[config.mk]
export PLATFORM = sky130hd
export DESIGN_NAME = nine_bit_uart_escape_bridge
export DESIGN_NICKNAME = d
export VERILOG_FILES = /design/src/design/nbue_pkg.sv /design/src/design/nbue_front.sv /design/src/design/nbue_queue.sv /design/src/design/nbue_back.sv /design/src/design/nine_bit_uart_escape_bridge.sv
export SDC_FILE = /design/constraint.sdc
export NUM_CORES = 1
export LEC_CHECK = 0
export BUFFER_PORTS_ARGS = -buffer_cell sky130_fd_sc_hd__buf_2
export CORE_ASPECT_RATIO = 1.1
export CORE_MARGIN = 2
export CORE_UTILIZATION = 63
export DETAILED_ROUTE_END_ITERATION = 7
export PLACE_DENSITY = 0.89
export SKIP_CTS_REPAIR_TIMING = 1
export SLEW_MARGIN = 20
export SYNTH_ARGS = -nofsm -noshare
export SYNTH_HDL_FRONTEND = slang
export SYNTH_SLANG_ARGS = --single-unit
[constraint.sdc]
create_clock -name clk -period 5.5 [get_ports clk]
set_input_delay 1.1 -clock clk [delete_from_list [all_inputs] [get_ports clk]]
set_output_delay 1.1 -clock clk [all_outputs]
set_load 0.005 [all_outputs]
[src/design/nbue_pkg.sv]
// Shared types and constants for the nine-bit UART escape bridge.
`default_nettype none

package nbue_pkg;

  // Input event codes
  localparam logic [1:0] KIND_RX     = 2'd0;
  localparam logic [1:0] KIND_HOST   = 2'd1;
  localparam logic [1:0] KIND_TXDONE = 2'd2;

  // Escape protocol bytes
  localparam logic [7:0] ESC_CODE  = 8'hFF;
  localparam logic [7:0] HIGH_CODE = 8'h01;

  // Job codes handed from the front to the back
  localparam logic [1:0] JOB_PLAIN = 2'd0;  // one host byte
  localparam logic [1:0] JOB_ESC2  = 2'd1;  // FF FF
  localparam logic [1:0] JOB_HIGH3 = 2'd2;  // FF 01 d
  localparam logic [1:0] JOB_LINE  = 2'd3;  // one line-side beat

  // Job queue geometry
  localparam int QDEPTH = 4;
  localparam int QPTR_W = $clog2(QDEPTH);
  localparam int QCNT_W = $clog2(QDEPTH + 1);

  typedef struct packed {
    logic [1:0] op;
    logic [7:0] data;
    logic       line_valid;
    logic       line_ninth;
    logic       drv;
  } job_t;

endpackage

`default_nettype wire

[src/design/nbue_front.sv]
// Front end: accepts events, runs the host-byte decoder and builds jobs.
`default_nettype none

module nbue_front (
  input  wire logic              clk,
  input  wire logic              rst,
  input  wire logic              item_valid,
  output logic                   item_stall,
  input  wire logic [1:0]        kind,
  input  wire logic [7:0]        data,
  input  wire logic              ninth_bit,
  input  wire logic              q_full,
  output logic                   q_push,
  output nbue_pkg::job_t         q_job
);
  import nbue_pkg::*;

  localparam logic [1:0] ST_IDLE   = 2'd0;
  localparam logic [1:0] ST_ESCAPE = 2'd1;
  localparam logic [1:0] ST_HIGH   = 2'd2;

  logic [1:0] decode_state, decode_state_next;
  logic       driver_on, driver_on_next;
  logic       accept;
  logic       lv, ln;

  assign item_stall = q_full;
  assign accept     = item_valid && !q_full;

  // Host-byte decoder
  always_comb begin
    decode_state_next = decode_state;
    lv = 1'b0;
    ln = 1'b0;
    unique case (decode_state)
      ST_ESCAPE: begin
        if (data == HIGH_CODE) begin
          decode_state_next = ST_HIGH;
        end else if (data == ESC_CODE) begin
          decode_state_next = ST_IDLE;
          lv = 1'b1;
        end else begin
          decode_state_next = ST_IDLE;  // drop illegal byte
        end
      end
      ST_HIGH: begin
        decode_state_next = ST_IDLE;
        lv = 1'b1;
        ln = 1'b1;
      end
      default: begin
        if (data == ESC_CODE) begin
          decode_state_next = ST_ESCAPE;
        end else begin
          decode_state_next = ST_IDLE;
          lv = 1'b1;
        end
      end
    endcase
  end

  // Classify the event into a job
  always_comb begin
    driver_on_next = driver_on;
    q_push         = 1'b0;
    q_job          = '0;
    q_job.data     = data;
    q_job.drv      = driver_on;
    case (kind)
      KIND_RX: begin
        q_push = accept;
        if (ninth_bit) begin
          q_job.op = JOB_HIGH3;
        end else if (data == ESC_CODE) begin
          q_job.op = JOB_ESC2;
        end else begin
          q_job.op = JOB_PLAIN;
        end
      end
      KIND_HOST: begin
        q_push           = accept;
        driver_on_next   = 1'b1;
        q_job.op         = JOB_LINE;
        q_job.line_valid = lv;
        q_job.line_ninth = ln;
        q_job.drv        = 1'b1;
      end
      KIND_TXDONE: begin
        q_push         = accept;
        driver_on_next = 1'b0;
        q_job.op       = JOB_LINE;
        q_job.drv      = 1'b0;
      end
      default: begin
        q_push = 1'b0;  // unused code: drop
      end
    endcase
  end

  always_ff @(posedge clk) begin
    if (rst) begin
      decode_state <= ST_IDLE;
      driver_on    <= 1'b0;
    end else if (accept) begin
      driver_on <= driver_on_next;
      if (kind == KIND_HOST) begin
        decode_state <= decode_state_next;
      end
    end
  end

endmodule

`default_nettype wire

[src/design/nbue_queue.sv]
// Short job queue between the front and back ends.
`default_nettype none

module nbue_queue (
  input  wire logic           clk,
  input  wire logic           rst,
  input  wire logic           push,
  input  wire nbue_pkg::job_t push_job,
  output logic                full,
  input  wire logic           pop,
  output logic                head_valid,
  output nbue_pkg::job_t      head_job
);
  import nbue_pkg::*;

  job_t              slots [QDEPTH];
  logic [QPTR_W-1:0] wr_ptr, rd_ptr;
  logic [QCNT_W-1:0] count;
  logic              do_push, do_pop;

  assign full       = (count == QCNT_W'(QDEPTH));
  assign head_valid = (count != '0);
  assign head_job   = slots[rd_ptr];
  assign do_push    = push && !full;
  assign do_pop     = pop && head_valid;

  always_ff @(posedge clk) begin
    if (do_push) begin
      slots[wr_ptr] <= push_job;
    end
  end

  always_ff @(posedge clk) begin
    if (rst) begin
      wr_ptr <= '0;
      rd_ptr <= '0;
      count  <= '0;
    end else begin
      if (do_push) begin
        wr_ptr <= wr_ptr + 1'b1;
      end
      if (do_pop) begin
        rd_ptr <= rd_ptr + 1'b1;
      end
      case ({do_push, do_pop})
        2'b10:   count <= count + 1'b1;
        2'b01:   count <= count - 1'b1;
        default: count <= count;
      endcase
    end
  end

endmodule

`default_nettype wire

[src/design/nbue_back.sv]
// Back end: expands jobs into result beats and holds the output register.
`default_nettype none

module nbue_back (
  input  wire logic           clk,
  input  wire logic           rst,
  input  wire logic           head_valid,
  input  wire nbue_pkg::job_t head_job,
  output logic                pop,
  output logic                result_valid,
  input  wire logic           result_stall,
  output logic                host_valid,
  output logic [7:0]          host_byte,
  output logic                line_valid,
  output logic [7:0]          line_byte,
  output logic                line_ninth,
  output logic                driver_enable,
  output logic                last
);
  import nbue_pkg::*;

  logic [1:0] beat_idx;
  logic       load;
  logic       b_hv, b_lv, b_ln, b_last;
  logic [7:0] b_hb, b_lb;

  assign load = head_valid && (!result_valid || !result_stall);
  assign pop  = load && b_last;

  // Beat selection for the job at the queue head
  always_comb begin
    b_hv   = 1'b0;
    b_hb   = '0;
    b_lv   = 1'b0;
    b_lb   = '0;
    b_ln   = 1'b0;
    b_last = 1'b1;
    unique case (head_job.op)
      JOB_PLAIN: begin
        b_hv = 1'b1;
        b_hb = head_job.data;
      end
      JOB_ESC2: begin
        b_hv   = 1'b1;
        b_hb   = (beat_idx == 2'd0) ? ESC_CODE : head_job.data;
        b_last = (beat_idx == 2'd1);
      end
      JOB_HIGH3: begin
        b_hv   = 1'b1;
        b_hb   = (beat_idx == 2'd0) ? ESC_CODE :
                 (beat_idx == 2'd1) ? HIGH_CODE : head_job.data;
        b_last = (beat_idx == 2'd2);
      end
      default: begin
        b_lv = head_job.line_valid;
        b_lb = head_job.line_valid ? head_job.data : 8'd0;
        b_ln = head_job.line_valid && head_job.line_ninth;
      end
    endcase
  end

  always_ff @(posedge clk) begin
    if (rst) begin
      result_valid <= 1'b0;
      beat_idx     <= '0;
    end else begin
      if (load) begin
        result_valid <= 1'b1;
        beat_idx     <= b_last ? 2'd0 : beat_idx + 2'd1;
      end else if (!result_stall) begin
        result_valid <= 1'b0;
      end
    end
  end

  always_ff @(posedge clk) begin
    if (load) begin
      host_valid    <= b_hv;
      host_byte     <= b_hb;
      line_valid    <= b_lv;
      line_byte     <= b_lb;
      line_ninth    <= b_ln;
      driver_enable <= head_job.drv;
      last          <= b_last;
    end
  end

endmodule

`default_nettype wire

[src/design/nine_bit_uart_escape_bridge.sv]
// Top level of the nine-bit UART escape bridge.
//
// Bridges a host byte stream to a 9-bit serial line with 0xFF byte stuffing.
// Each input beat is one event: a received line character (kind 0), a host
// byte to transmit (kind 1) or a transmit-complete notice (kind 2); kind 3 is
// ignored and yields nothing. A received character becomes one to three host
// beats (d, FF FF, or FF 01 d when its ninth bit is set). A host byte yields
// one beat that carries the rebuilt line character, if any, from the
// idle/escape/high decoder; the first host byte raises driver_enable and a
// transmit-complete beat lowers it. Every result beat carries driver_enable
// as it stood after its event, and last marks the final beat of an event.
// The front end takes one event per cycle as long as its four-entry job queue
// has room; the back end emits one result beat per cycle from its output
// register while result_stall is low, and an event expands to one to three
// beats (three for a received character with its ninth bit set).
// Both sides use valid/stall: a beat moves when valid is high and stall low.
`default_nettype none

module nine_bit_uart_escape_bridge (
  input  wire logic       clk,
  input  wire logic       rst,
  // event channel
  input  wire logic       item_valid,
  output logic            item_stall,
  input  wire logic [1:0] kind,
  input  wire logic [7:0] data,
  input  wire logic       ninth_bit,
  // result channel
  output logic            result_valid,
  input  wire logic       result_stall,
  output logic            host_valid,
  output logic [7:0]      host_byte,
  output logic            line_valid,
  output logic [7:0]      line_byte,
  output logic            line_ninth,
  output logic            driver_enable,
  output logic            last
);
  import nbue_pkg::*;

  // Jobs flow front -> queue -> back
  logic q_full;
  logic q_push;
  job_t q_job;
  logic q_pop;
  logic head_valid;
  job_t head_job;

  // Classify events and keep the decoder / driver state
  nbue_front u_front (
    .clk        (clk),
    .rst        (rst),
    .item_valid (item_valid),
    .item_stall (item_stall),
    .kind       (kind),
    .data       (data),
    .ninth_bit  (ninth_bit),
    .q_full     (q_full),
    .q_push     (q_push),
    .q_job      (q_job)
  );

  // Decouple event intake from beat output
  nbue_queue u_queue (
    .clk        (clk),
    .rst        (rst),
    .push       (q_push),
    .push_job   (q_job),
    .full       (q_full),
    .pop        (q_pop),
    .head_valid (head_valid),
    .head_job   (head_job)
  );

  // Expand each job into its result beats
  nbue_back u_back (
    .clk           (clk),
    .rst           (rst),
    .head_valid    (head_valid),
    .head_job      (head_job),
    .pop           (q_pop),
    .result_valid  (result_valid),
    .result_stall  (result_stall),
    .host_valid    (host_valid),
    .host_byte     (host_byte),
    .line_valid    (line_valid),
    .line_byte     (line_byte),
    .line_ninth    (line_ninth),
    .driver_enable (driver_enable),
    .last          (last)
  );

endmodule

`default_nettype wire
==> results.py <==
metrics = {
    "placed_design": {
        "io_buffers": 37,
        "gp_congestion": 0.807,
        "dpl.hpwl_um": 4600,
    },
    "finish": {
        "finalNetCount": 349,
        "area_delta_synth_final_pct": 11.5,
        "fillCellCount": 372,
        "drive_above_1_share_pct": 19.9,
        "diodes": 0,
        "final_common_cell": "edfxtp_1",
        "layout_common_cells": "edfxtp_1, buf_2, nor2_1",
    },
    "cts": {
        "numCtsBuffers": 9,
        "cts_root_buf": "clkbuf_8",
        "cts.sinks": 88,
        "clk_pin_slew_ns": 0.09,
        "cts_tree": "yes",
        "clk_path_buf_depth": 2,
        "h-tree-depth": 3,
        "worstSkewPairLatency_ns": 0.35,
    },
    "setup_path": {
        "cp-end-kind": "register",
        "critPathMaxStageDelay_ns": 0.69,
        "cp.required_ns": 5.78,
        "critPathMaxFanout": 11,
        "crit_slowest_cell": "dfxtp_1",
        "path_cells": "buf_4 > mux4_1 > inv_1 > ha_1 > a22oi_2 > a221oi_2 > ha_1 > inv_1 > fa_1 > xor2_1 > or3_1 > a21oi_1",
        "worstSetupPathType": "reg -> reg",
        "cp.arrival_ns": 4.23,
        "reg2regPathDepth": 12,
        "timing.rr.end": "u_queue.count[2]",
        "setup.worst_path.end": "u_queue.count[2]",
        "r2r_setup_slack_ns": 1.55,
        "start_kind": "register",
    },
    "sta": {
        "finClkSkew_ns": 0.00869,
        "tns_ns": 0,
        "tightest_slew_ns": 0.745,
        "final.period_utilization_pct": 71.9,
        "finalHoldViolations": 0,
        "fin_hold_ws_ns": 0.493,
        "finalMaxSlewViolations": 0,
        "min_period_ns": 3.95,
        "slew_headroom_pct": 50.3,
        "rsz0062_at_grt": "no",
        "fmax_mhz": 253,
        "setup_violations": 0,
    },
    "floorplan": {
        "dieArea_sq_mm": 0.00678,
        "ios": 38,
        "num_rows": 29,
        "start_util_pct": 66.2,
        "core-area_sq_mm": 0.00584,
        "die_w_um": 78.7,
        "die_h_um": 86.2,
    },
    "global_route": {
        "antenna_found_initial": 0,
        "grt_pass1_wl_um": 10400,
        "grt_usage_pct": 20.7,
        "grt_start_max_net_pins": 23,
        "grt.overflow.total": 0,
        "grt_pass1_vias": 2219,
    },
    "pwr": {
        "vdd_drop_max_mv": 0.269,
        "power.internal_w": 0.00135,
        "p_leak_nw": 1.62,
        "seqPwrFrac_pct": 48.4,
        "p_sw_w": 0.000670,
        "p_sw_share_pct": 33.3,
        "pwr-share-comb_pct": 30.3,
        "p_per_area_mw_per_mm2": 468,
        "p_clk_share_pct": 21.3,
    },
    "synthesis": {
        "ys_types": 40,
        "ys_top_cells_by_area": "edfxtp_1, dfxtp_1, mux2i_1, ha_1, nor2_1",
        "synth_fp_nets": 306,
        "yosys_register_bits": 88,
        "avgSynthCellArea_sq_um": 14.2,
        "synth_area_sq_mm": 0.00386,
        "yosys.area.top_type": "edfxtp_1",
        "yosysSeqAreaShare_pct": 64.5,
        "netlist_instances": 273,
        "synth_top_area_share_pct": 56.7,
        "yosys_warnings": 0,
    },
    "detailed_routing": {
        "post-route-drc-count": 0,
        "dr.pass1.iters": 4,
        "dr_total_vias": 2301,
        "wl_per_cell_um": 15.8,
        "wl_um": 6290,
        "vias_per_cell": 5.78,
        "drtIter0Drc": 110,
        "ant_nets": 0,
    },
    "worst_hold_path": {
        "hold_path.class": "reg -> reg",
        "min_from": "u_front.driver_on",
    },
    "run_status": {
        "status": "complete, no violations",
    },
    "run": {
        "maxCapViolCount": 0,
    },
}
[area by class of cell]
| class | instances | area [sq um] | area share, % |
|---|---|---|---|
| flip-flops and latches | 88 | 2490 | 57.8 |
| repair buffers | 38 | 193 | 4.47 |
| clock buffers | 9 | 124 | 2.87 |
| well taps | 77 | 96.3 | 2.24 |
| multi-input cells | 160 | 1260 | 29.3 |
| inverters | 19 | 71.3 | 1.65 |
| clock inverters | 7 | 71.3 | 1.65 |
[power by group through the flow]
stage / Combinational, W / Sequential [W] / Clock, W
after floorplan: 0.000432 / 0.000982 / 0
after global placement: 0.000580 / 0.000985 / 0
after detailed placement: 0.000608 / 0.000991 / 0
after CTS: 0.000611 / 0.000976 / 0.000435
after global routing: 0.000681 / 0.000991 / 0.000457
final: 0.000610 / 0.000975 / 0.000430
[metal layers]
metal,part of all wire [%],up-vias,global-route usage (%),wire length [um]
met3,4.8,13,3.26,303
met2,51,67,36.7,3210
met1,42,1112,24.2,2640
met5,0,-,0,0
met4,2.1,0,11.0,132
li1,-,1109,-,-
[critical path: cells and delay by family (launching register included)]
kind	cells	cell delay (ns)
DFF	1	0.69
adders and majority gates	3	0.91
AOI/OAI and AO/OA	3	0.67
buffers and inverters	3	0.51
muxes	1	0.64
xor gates and xnor gates	1	0.16
and+or+nand+nor	1	0.30
[sequential cells by signal, indices dropped and copies added (netlist names), named ones only]
register and flops:
u_back.line_byte 8, u_queue.wr_ptr 2, u_back.last 1, u_back.line_valid 1
u_back.host_valid 1, u_queue.slots 52, u_back.beat_idx 2, u_front.decode_state 2
u_back.host_byte 8, u_back.driver_enable 1, u_back.result_valid 1, u_back.line_ninth 1
u_queue.rd_ptr 2, u_queue.count 3, u_front.driver_on 1
[per-stage QoR]
stage	total power [W]	setup slack, ns	instances	util (%)	area [sq um]
floorplan	0.00141	2.38	273	-	3860
global placement	0.00156	1.76	382	70.4	4120
detailed placement	0.00160	1.56	382	70.4	4120
CTS	0.00202	1.52	398	73.8	4310
global route	0.00213	1.27	398	73.8	4310
finish	0.00202	1.55	398	73.8	4310
[worst min path at each step]
stage / end / cells after the start / slack [ns]
finish: u_front.driver_on / 2 / 0.49
global route: u_front.decode_state[0] / 2 / 0.52
CTS: u_front.driver_on / 2 / 0.49
detailed placement: u_front.driver_on / 2 / 0.48
global placement: u_front.driver_on / 2 / 0.44
floorplan: u_front.driver_on / 2 / 0.43
[cells by family after synthesis]
group,Yosys count,synth area share (%)
multiplexers,30,10.0
buffers and inverters,25,2.85
XOR/XNOR,4,0.907
adder cells (fa/ha/maj),18,6.02
AO/OA/AOI/OAI,38,6.28
flip-flops,88,64.5
AND/OR/NAND/NOR,70,9.42
[synth_stat cells (all sizes together)]
library cell and instances:
edfxtp 73, a21o 1, xnor2 2, a221oi 1, mux2 1, inv 19, o31ai 2, or3b 1
o22ai 14, buf 3, and2 7, nand4 3, nor3b 1, fa 1, a31oi 1, a21oi 12
and4 1, and3 9, xor2 2, a31o 1, ha 17, or3 2, nor4b 1, nor2 27
or4 1, nand2b 2, mux4 6, nor3 2, a22oi 1, nand2 10, o21ai 5, clkbuf 3
nor4 1, nand3 2, dfxtp 15, mux2i 23
(Power assumes the default switching activity.)
